===== src/rtl/core/vde_pkg.sv =====
// Shared types and constants for the vector distance engine.
// No dependencies; imported by vde_accum, vde_finish and the top level (not by vde_checker).
package vde_pkg;

  // Metric selection codes as written to the metric_mode register.
  typedef enum logic [1:0] {
    MODE_EUCLID    = 2'd0,
    MODE_MANHATTAN = 2'd1,
    MODE_COSINE    = 2'd2,
    MODE_HAMMING   = 2'd3
  } mode_t;

  // Register index decoded from the configuration address.
  localparam logic REG_METRIC_MODE = 1'b0;

  localparam int VAL_W   = 16;  // Q8.8 element
  localparam int OPD_W   = 17;  // multiplier operand, holds a difference
  localparam int PROD_W  = 34;  // 17 x 17 signed product
  localparam int SQ_W    = 45;
  localparam int ABS_W   = 27;
  localparam int DOT_W   = 42;
  localparam int NORM_W  = 41;
  localparam int MIS_W   = 11;
  localparam int DIST_W  = 32;

  localparam int ADD_W   = 84;  // shared adder of the finishing unit
  localparam int NPROD_W = 82;  // product of the two squared norms
  localparam int QUO_W   = 33;  // quotient of the cosine ratio
  localparam int SQRT_W  = 45;  // radicand
  localparam int SRES_W  = 46;  // root accumulator
  localparam int STEP_W  = 6;

  localparam logic [STEP_W-1:0] MUL_LAST = 6'd41;  // 42 shift-add passes
  localparam logic [STEP_W-1:0] DIV_LAST = 6'd32;  // 33 quotient bits
  localparam logic [SQRT_W-1:0] SQRT_TOP = {1'b1, {(SQRT_W-1){1'b0}}};
  localparam logic [DIST_W-1:0] ONE_Q16  = 32'd65536;

  // Accumulator snapshot handed to the finishing unit on the last element.
  typedef struct packed {
    mode_t              mode;
    logic [SQ_W-1:0]    sq;
    logic [ABS_W-1:0]   abs_sum;
    logic [DOT_W-1:0]   dot;     // two's complement
    logic [NORM_W-1:0]  qn;
    logic [NORM_W-1:0]  rn;
    logic [MIS_W-1:0]   mis;
  } vde_snap_t;

endpackage


===== src/rtl/core/vde_accum.sv =====
// Element accumulator: one shared 17x17 signed multiplier stepped over four passes.
// Depends on vde_pkg; hands an accumulator snapshot to vde_finish.
module vde_accum import vde_pkg::*; #(
  parameter int DIM = 256
) (
  input  logic                    clk,
  input  logic                    rst,
  input  logic                    take,
  input  logic signed [VAL_W-1:0] x_value,
  input  logic signed [VAL_W-1:0] ref_value,
  input  logic                    last,
  input  mode_t                   mode,
  output logic                    busy,
  output logic                    start,
  output vde_snap_t               snap
);

  localparam int CNT_W = $clog2(DIM + 1);

  typedef enum logic [1:0] {A_IDLE, A_MUL, A_HAND} astate_t;

  astate_t                   state;
  logic [1:0]                step;
  logic signed [VAL_W-1:0]   xr;
  logic signed [VAL_W-1:0]   rr;
  logic                      last_r;

  logic [SQ_W-1:0]           sq;
  logic [ABS_W-1:0]          abs_sum;
  logic [DOT_W-1:0]          dot;
  logic [NORM_W-1:0]         qn;
  logic [NORM_W-1:0]         rn;
  logic [MIS_W-1:0]          mis;
  logic [CNT_W-1:0]          cnt;

  logic signed [OPD_W-1:0]   diff;
  logic [OPD_W-1:0]          abs_diff;
  logic signed [OPD_W-1:0]   opa;
  logic signed [OPD_W-1:0]   opb;
  logic signed [PROD_W-1:0]  prod;
  logic [7:0]                x_int;
  logic [7:0]                r_int;

  assign diff     = OPD_W'(xr) - OPD_W'(rr);
  assign abs_diff = diff[OPD_W-1] ? (OPD_W'(0) - diff) : diff;

  // integer parts truncated toward zero
  assign x_int = xr[15:8] + {7'b0, (xr[15] && (xr[7:0] != 8'd0))};
  assign r_int = rr[15:8] + {7'b0, (rr[15] && (rr[7:0] != 8'd0))};

  always_comb begin
    unique case (step)
      2'd0: begin opa = diff;        opb = diff;        end
      2'd1: begin opa = OPD_W'(xr);  opb = OPD_W'(rr);  end
      2'd2: begin opa = OPD_W'(xr);  opb = OPD_W'(xr);  end
      2'd3: begin opa = OPD_W'(rr);  opb = OPD_W'(rr);  end
      default: begin opa = '0; opb = '0; end
    endcase
  end

  assign prod = opa * opb;

  assign busy  = (state != A_IDLE);
  assign start = (state == A_HAND) && last_r;
  assign snap  = '{mode: mode, sq: sq, abs_sum: abs_sum, dot: dot,
                   qn: qn, rn: rn, mis: mis};

  always_ff @(posedge clk) begin
    if (rst) begin
      state   <= A_IDLE;
      step    <= '0;
      sq      <= '0;
      abs_sum <= '0;
      dot     <= '0;
      qn      <= '0;
      rn      <= '0;
      mis     <= '0;
      cnt     <= '0;
    end else begin
      unique case (state)
        A_IDLE: begin
          if (take) begin
            xr     <= x_value;
            rr     <= ref_value;
            last_r <= last;
            step   <= '0;
            // drop elements beyond DIM, but still honour the last mark
            state  <= (cnt < CNT_W'(DIM)) ? A_MUL : A_HAND;
          end
        end
        A_MUL: begin
          step <= step + 2'd1;
          unique case (step)
            2'd0: begin
              sq      <= sq + SQ_W'(prod);
              abs_sum <= abs_sum + ABS_W'(abs_diff);
              mis     <= mis + MIS_W'(x_int != r_int);
              cnt     <= cnt + CNT_W'(1);
            end
            2'd1: dot <= dot + DOT_W'(prod);
            2'd2: qn  <= qn + NORM_W'(prod);
            2'd3: begin
              rn    <= rn + NORM_W'(prod);
              state <= last_r ? A_HAND : A_IDLE;
            end
            default: ;
          endcase
        end
        A_HAND: begin
          if (last_r) begin
            sq      <= '0;
            abs_sum <= '0;
            dot     <= '0;
            qn      <= '0;
            rn      <= '0;
            mis     <= '0;
            cnt     <= '0;
          end
          state <= A_IDLE;
        end
        default: state <= A_IDLE;
      endcase
    end
  end

endmodule


===== src/rtl/core/vde_finish.sv =====
// Finishing unit: one shared 84-bit add/subtract stepped through shift-add
// multiply, restoring divide and bit-serial square root. Depends on vde_pkg.
module vde_finish import vde_pkg::*; (
  input  logic              clk,
  input  logic              rst,
  input  logic              start,
  input  vde_snap_t         snap,
  output logic              busy,
  output logic              res_valid,
  output logic [DIST_W-1:0] result,
  input  logic              res_take
);

  typedef enum logic [2:0] {F_IDLE, F_MUL_N, F_MUL_M, F_DIV, F_SQRT, F_DONE} fstate_t;

  fstate_t              state;
  mode_t                mode;
  logic                 neg;
  logic [DOT_W-1:0]     mag;
  logic [ADD_W-1:0]     prod;
  logic [ADD_W-1:0]     mcand;
  logic [DOT_W-1:0]     mplier;
  logic [NPROD_W-1:0]   nreg;
  logic [NPROD_W-1:0]   rem;
  logic                 dbit;
  logic [QUO_W-1:0]     quo;
  logic [SQRT_W-1:0]    sv;
  logic [SRES_W-1:0]    sres;
  logic [SQRT_W-1:0]    sbit;
  logic [STEP_W-1:0]    cnt;

  logic [ADD_W-1:0]     opa;
  logic [ADD_W-1:0]     opb;
  logic                 sub;
  logic [ADD_W:0]       sum;
  logic                 ge;
  logic [NPROD_W:0]     rem_sh;
  logic [SRES_W-1:0]    root_try;
  logic [ADD_W-1:0]     prod_upd;
  logic [QUO_W-1:0]     quo_upd;
  logic [NPROD_W-1:0]   rem_upd;
  logic [SRES_W-1:0]    sres_upd;
  logic [DOT_W-1:0]     mag_in;

  assign rem_sh   = {rem, dbit};
  // root and trial bit never overlap, so OR stands in for the add
  assign root_try = sres | SRES_W'(sbit);

  always_comb begin
    opa = '0;
    opb = '0;
    sub = 1'b0;
    unique case (state)
      F_MUL_N, F_MUL_M: begin
        opa = prod;
        opb = mcand;
      end
      F_DIV: begin
        opa = ADD_W'(rem_sh);
        opb = ADD_W'(nreg);
        sub = 1'b1;
      end
      F_SQRT: begin
        opa = ADD_W'(sv);
        opb = ADD_W'(root_try);
        sub = 1'b1;
      end
      default: ;
    endcase
  end

  assign sum = {1'b0, opa} + {1'b0, opb ^ {ADD_W{sub}}} + (ADD_W+1)'(sub);
  assign ge  = sum[ADD_W];

  assign prod_upd = mplier[0] ? sum[ADD_W-1:0] : prod;
  assign quo_upd  = {quo[QUO_W-2:0], ge};
  assign rem_upd  = ge ? sum[NPROD_W-1:0] : rem_sh[NPROD_W-1:0];
  assign sres_upd = ge ? ((sres >> 1) | SRES_W'(sbit)) : (sres >> 1);
  assign mag_in   = snap.dot[DOT_W-1] ? (DOT_W'(0) - snap.dot) : snap.dot;

  assign busy      = (state != F_IDLE);
  assign res_valid = (state == F_DONE);

  always_ff @(posedge clk) begin
    if (rst) begin
      state <= F_IDLE;
    end else begin
      unique case (state)
        F_IDLE: begin
          if (start) begin
            mode <= snap.mode;
            neg  <= snap.dot[DOT_W-1];
            mag  <= mag_in;
            unique case (snap.mode)
              MODE_EUCLID: begin
                sv    <= snap.sq;
                sres  <= '0;
                sbit  <= SQRT_TOP;
                state <= F_SQRT;
              end
              MODE_MANHATTAN: begin
                result <= DIST_W'(snap.abs_sum);
                state  <= F_DONE;
              end
              MODE_COSINE: begin
                if (snap.qn == '0 || snap.rn == '0) begin
                  result <= ONE_Q16;
                  state  <= F_DONE;
                end else begin
                  prod   <= '0;
                  mcand  <= ADD_W'(snap.qn);
                  mplier <= DOT_W'(snap.rn);
                  cnt    <= '0;
                  state  <= F_MUL_N;
                end
              end
              MODE_HAMMING: begin
                result <= DIST_W'(snap.mis);
                state  <= F_DONE;
              end
            endcase
          end
        end
        F_MUL_N: begin
          if (cnt == MUL_LAST) begin
            // norm product done; square the dot magnitude next
            nreg   <= prod_upd[NPROD_W-1:0];
            prod   <= '0;
            mcand  <= ADD_W'(mag);
            mplier <= mag;
            cnt    <= '0;
            state  <= F_MUL_M;
          end else begin
            prod   <= prod_upd;
            mcand  <= mcand << 1;
            mplier <= mplier >> 1;
            cnt    <= cnt + STEP_W'(1);
          end
        end
        F_MUL_M: begin
          if (cnt == MUL_LAST) begin
            // dividend is dot^2 << 32; its top bits already sit below the divisor
            rem   <= prod_upd[NPROD_W:1];
            dbit  <= prod_upd[0];
            quo   <= '0;
            cnt   <= '0;
            state <= F_DIV;
          end else begin
            prod   <= prod_upd;
            mcand  <= mcand << 1;
            mplier <= mplier >> 1;
            cnt    <= cnt + STEP_W'(1);
          end
        end
        F_DIV: begin
          rem  <= rem_upd;
          dbit <= 1'b0;
          quo  <= quo_upd;
          cnt  <= cnt + STEP_W'(1);
          if (cnt == DIV_LAST) begin
            sv    <= SQRT_W'(quo_upd);
            sres  <= '0;
            sbit  <= SQRT_TOP;
            state <= F_SQRT;
          end
        end
        F_SQRT: begin
          if (ge) begin
            sv <= sum[SQRT_W-1:0];
          end
          sres <= sres_upd;
          sbit <= sbit >> 2;
          if (sbit[0]) begin
            if (mode == MODE_EUCLID) begin
              result <= DIST_W'(sres_upd);
            end else if (neg) begin
              result <= ONE_Q16 + DIST_W'(sres_upd[16:0]);
            end else begin
              result <= ONE_Q16 - DIST_W'(sres_upd[16:0]);
            end
            state <= F_DONE;
          end
        end
        F_DONE: begin
          if (res_take) begin
            state <= F_IDLE;
          end
        end
        default: state <= F_IDLE;
      endcase
    end
  end

endmodule


===== src/rtl/core/vector_distance_engine_top.sv =====
// Distance between a streamed query vector and reference vector, one element
// pair per beat, result after the beat marked last. Holds the metric register
// and the output register; instantiates vde_accum and vde_finish (vde_pkg).
//
// One 17x17 multiplier is used four times per element beat (squared difference,
// product, two squares); a beat beyond DIM skips it. After the last beat a
// hand-off state starts the finishing unit on its single 84-bit adder: Manhattan
// and Hamming need no steps, Euclidean 23 root steps (23 root bits), cosine
// 42 + 42 shift-add passes, 33 divide steps and 23 root steps. in_stall is high
// while either unit is busy, also while a result waits in the finishing unit;
// a distance in the output register does not hold up the next vector.
module vector_distance_engine_top import vde_pkg::*; #(
  parameter int DIM = 256
) (
  input  logic                    clk,
  input  logic                    rst,
  // element channel
  input  logic                    in_valid,
  output logic                    in_stall,
  input  logic signed [VAL_W-1:0] x_value,
  input  logic signed [VAL_W-1:0] ref_value,
  input  logic                    last,
  // result channel
  output logic                    out_valid,
  input  logic                    out_stall,
  output logic [DIST_W-1:0]       distance,
  // configuration
  input  logic                    psel,
  input  logic                    penable,
  input  logic                    pwrite,
  input  logic [2:0]              paddr,
  input  logic [31:0]             pwdata,
  output logic [31:0]             prdata,
  output logic                    pready
);

  mode_t              metric_mode;
  logic               take;
  logic               acc_busy;
  logic               fin_busy;
  logic               start;
  vde_snap_t          snap;
  logic               res_valid;
  logic [DIST_W-1:0]  result;
  logic               load;

  assign pready = 1'b1;
  assign prdata = (paddr[2] == REG_METRIC_MODE) ? {30'b0, metric_mode} : 32'd0;

  always_ff @(posedge clk) begin
    if (rst) begin
      metric_mode <= MODE_EUCLID;
    end else if (psel && penable && pwrite && paddr[2] == REG_METRIC_MODE) begin
      metric_mode <= mode_t'(pwdata[1:0]);
    end
  end

  assign in_stall = acc_busy | fin_busy;
  assign take     = in_valid & ~in_stall;

  vde_accum #(.DIM(DIM)) u_accum (
    .clk       (clk),
    .rst       (rst),
    .take      (take),
    .x_value   (x_value),
    .ref_value (ref_value),
    .last      (last),
    .mode      (metric_mode),
    .busy      (acc_busy),
    .start     (start),
    .snap      (snap)
  );

  vde_finish u_finish (
    .clk       (clk),
    .rst       (rst),
    .start     (start),
    .snap      (snap),
    .busy      (fin_busy),
    .res_valid (res_valid),
    .result    (result),
    .res_take  (load)
  );

  // load a finished result whenever the output register is empty or being drained
  assign load = res_valid & (~out_valid | ~out_stall);

  always_ff @(posedge clk) begin
    if (rst) begin
      out_valid <= 1'b0;
    end else if (load) begin
      out_valid <= 1'b1;
      distance  <= result;
    end else if (!out_stall) begin
      out_valid <= 1'b0;
    end
  end

endmodule


===== config.mk =====
export PLATFORM = sky130hd
export DESIGN_NAME = vector_distance_engine_top
export DESIGN_NICKNAME = d
export VERILOG_FILES = /design/src/rtl/core/vde_pkg.sv /design/src/rtl/core/vde_accum.sv /design/src/rtl/core/vde_finish.sv /design/src/rtl/core/vector_distance_engine_top.sv
export SDC_FILE = /design/constraint.sdc
export NUM_CORES = 2
export LEC_CHECK = 0
export ABC_AREA = 1
export CAP_MARGIN = 20
export CORE_ASPECT_RATIO = 1.1
export CORE_MARGIN = 3
export CORE_UTILIZATION = 60
export CTS_CLUSTER_SIZE = 10
export DETAILED_ROUTE_END_ITERATION = 7
export DONT_BUFFER_PORTS = 1
export GPL_TIMING_DRIVEN = 1
export PLACE_DENSITY = 0.79
export SLEW_MARGIN = 40
export SYNTH_ARGS = -nofsm -noshare
export SYNTH_HDL_FRONTEND = slang
export SYNTH_SLANG_ARGS = --single-unit
export TNS_END_PERCENT = 50

===== constraint.sdc =====
create_clock -name clk -period 14.4 [get_ports clk]
set_clock_uncertainty 0.1 [all_clocks]
set_input_delay 0.72 -clock clk [delete_from_list [all_inputs] [get_ports clk]]
set_output_delay 0.72 -clock clk [all_outputs]
set_load 0.01 [all_outputs]

==> flow_summary.toml <==
[synth]
synth_seq_cells = 894
async_reset_ff_frac = 0
yosys.area_share.xor_xnor = 0.0246
yosys-mux-area-fraction = 0.000144
synth-seq-area-share = 0.353
yosys.area_share.simple = 0.208
ys.warnings.count = 0
synth_cell_type_count = 71
synth_enable_flop_cells = 668
post_synth_inst_count = 8929
synth_compound_gate_area_share = 0.165
synth_largest_type_area_fraction = 0.288
synth.largest_area_cell = "edfxtp_1"
flip_flop_cell_with_the_highest_count_after_synthesis = "edfxtp_1"
synthesis.area_um2 = 69700
main_combinational_cell_family_by_area_after_synthesis = "simple AND/OR/NAND/NOR gates"
synthAdderAreaFrac = 0.156
synth_area_per_cell_um2 = 7.80
synthTopCellsByArea = "edfxtp_1 (29%), nand2_1 (10%), fa_1 (8.7%), inv_1 (7.3%), ha_1 (6.9%)"

[global_routing]
grt_overflow = 0
grt_first_pass_wirelength_mm = 349
vias_in_the_first_global_route = 62299
grt_start_max_net_pins = 189
track_usage = 0.376
antenna_found_initial = 3

[placed_design]
post-dp-hpwl_mm = 173
finalWeightedCongestion = 1.07
count_of_buffers_from_port_buffering = 0

[route]
drt_iter0_drc = 6146
wirelength_met1_mm = 83.0
detailroute.via_count = 63348
maxUsedRoutingLayer = "met5"
route.final.wire_length_mm = 229
drt_pre_antenna_iters = 7
drcViolationCount = 0
met3RoutedLength_mm = 18.5
detail-route-antenna-nets = 0
total_length_of_routed_met2_wires_mm = 110
avgRoutedWirePerCell_um = 21.9
drt-vias-per-instance = 6.05

[floorplan]
fp.dieArea_um2 = 120000
fp.coreArea_um2 = 115000
start_util = 0.608
io_pins = 142
rows = 130
dieWidth_um = 331
chipHeight_um = 363

[worst_setup_path]
path_common_cell = "inv_1"
cp_max_fo = 13
crit_slowest_cell = "xor2_2"
critPathMaxStageDelay_ps = 690
setup.worst_path.end_class = "register"
data_required_time_at_the_worst_endpoint_ps = 14950
timing_worst_setup_path_type = "reg -> reg"
worst_setup_start_kind = "register"
data_arrival_at_the_endpoint_of_the_critical_path_ps = 12930

[layout]
synthToLayoutAreaGrowth_pct = 7.39
finalNetCount = 9629
final_layout_size_suffix_gt1_frac = 0.0473

[cts]
cts_max_level = 3
cts-root-to-sink-buffers = 3
clkTransAtPathRegs_ps = 60
clock_latency_ps = 770
tritoncts.num_buffers = 104
numClockSinks = 894
tritoncts = "yes"
post_cts.resized_instances = 0
clockRootBuffer = "clkbuf_16"

[timing]
unrepaired_setup_endpoints_after_global_routing = "false"
fin_crit_ps = 12380
timing.final.setup_violations = 0
fin_setup_tns_ps = 0
slew_headroom = 0.392
hold_viol_final = 0
clock.fmax_ghz = 0.0808
slew_viol_final = 0
worstMarginPinSlew_ps = 908
period_share = 0.860

[worst_hold_path]
worstHoldPathType = "in -> reg"

[job]
cap_viol_max_count = 0

[run_status]
run_status = "complete, no violations"
through the flow:
stage | cells | utilization | worst slack, ps | cell area, µm² | hold slack (ps)
5_1_grt | 10474 | 0.652 | 1390 | 74800 | 61.1
3_5_place_dp | 10241 | 0.621 | 2420 | 71200 | 305
4_1_cts | 10472 | 0.652 | 2370 | 74800 | 6.44
6_report | 10474 | 0.652 | 2020 | 74800 | 79.6
2_1_floorplan | 8958 | - | 3570 | 69800 | 300
3_3_place_gp | 10240 | 0.619 | 2490 | 71000 | 301
layout by cell type (no fill, tap or decap), types with 31 or more instances in the layout:
master and count:
nand2_1 1930, inv_1 1348, nor2_1 882, a21oi_1 759, edfxtp_1 668, o21ai_0 506, ha_1 386, nand3_1 319
fa_1 302, dfxtp_1 225, o211ai_1 151, xor2_1 117, or2_2 106, clkbuf_16 106, nor3_1 81, a31oi_1 69
clkbuf_1 69, o221ai_1 67, buf_4 65, xnor2_1 64, o21a_1 50, a22oi_1 49, nand4_1 49, o21ai_1 49
nor4_1 48, a21o_1 40, o22ai_1 39, o21bai_1 39, dlygate4sd3_1 35, conb_1 31
sequential cells by signal, indices dropped and copies added (netlist names), 6 cells and up:
signal / flops
u_accum.qn: 41
u_finish.mag: 42
u_accum.xr: 16
u_accum.sq: 45
u_finish.sres: 45
u_finish.sv: 45
u_accum.rn: 41
u_finish.sbit: 23
u_accum.dot: 42
u_accum.cnt: 9
u_finish.result: 32
u_finish.nreg: 82
u_accum.rr: 16
u_finish.rem: 82
u_finish.cnt: 6
u_finish.mcand: 84
u_finish.mplier: 42
u_finish.quo: 32
distance: 32
u_finish.prod: 84
u_accum.abs_sum: 27
u_accum.mis: 11
synth_stat cells, types with 107 or more instances:
| master | count |
|---|---|
| nand2_1 | 1932 |
| inv_1 | 1352 |
| nor2_1 | 891 |
| a21oi_1 | 759 |
| edfxtp_1 | 668 |
| o21ai_0 | 508 |
| ha_1 | 386 |
| nand3_1 | 319 |
| fa_1 | 303 |
| dfxtp_1 | 226 |
| clkbuf_1 | 221 |
| o211ai_1 | 151 |
| xor2_1 | 129 |
| or2_2 | 107 |
cell families (layout without fill, tap and decap cells):
group           Yosys count  in the layout
simple gates           3514           3514
fa+ha+maj               689            689
buf+inv                1680           1677
compound gates         1953           1953
xor+xnor                196            196
flops                   894            894
mux                       1              1
other cells               2             32
layer usage:
metal | GRT usage | vias up
li1 | - | 29514
met3 | 0.0555 | 748
met1 | 0.444 | 29929
met4 | 0.254 | 4
met5 | 0 | -
met2 | 0.635 | 3153
worst paths after layout:
kind                   endpoint  cells past startpoint  slack [ps]                start
max              u_accum.qn[36]                     47        2020       u_accum.rr[10]
min          u_accum.abs_sum[2]                      1          80                  rst
max reg2reg      u_accum.qn[36]                     47        2020       u_accum.rr[10]
min reg2reg        distance[23]                      0         310  u_finish.result[23]
final cells by class:
cell class / instances / area (µm²)
timing repair buffer: 107 / 967
antenna: 1 / 2.50
inverter: 1374 / 5170
fill: 9979 / 39900
multi-input combinational: 6384 / 39000
sequential: 894 / 24600
clock inverter: 16 / 243
clock buffer: 180 / 2980
tap: 1518 / 1900
worst max-delay path, delay by kind of cell, from the launching register on:
kind,cells,cell delay (ps)
compound gates,16,3310
xor+xnor,2,940
fa+ha+maj,9,4440
buf+inv,7,770
flops,1,430
simple gates,13,2320
what timing repair did:
| item | CTS | global route |
|---|---|---|
| hold endpoints to repair | 48 | 0 |
| hold buffers | 35 | 0 |
| setup buffers | 0 | 0 |
Power is left out: the tool's default activity adds up to more than one toggle a clock period on the data nets, which glitch-free logic cannot reach.
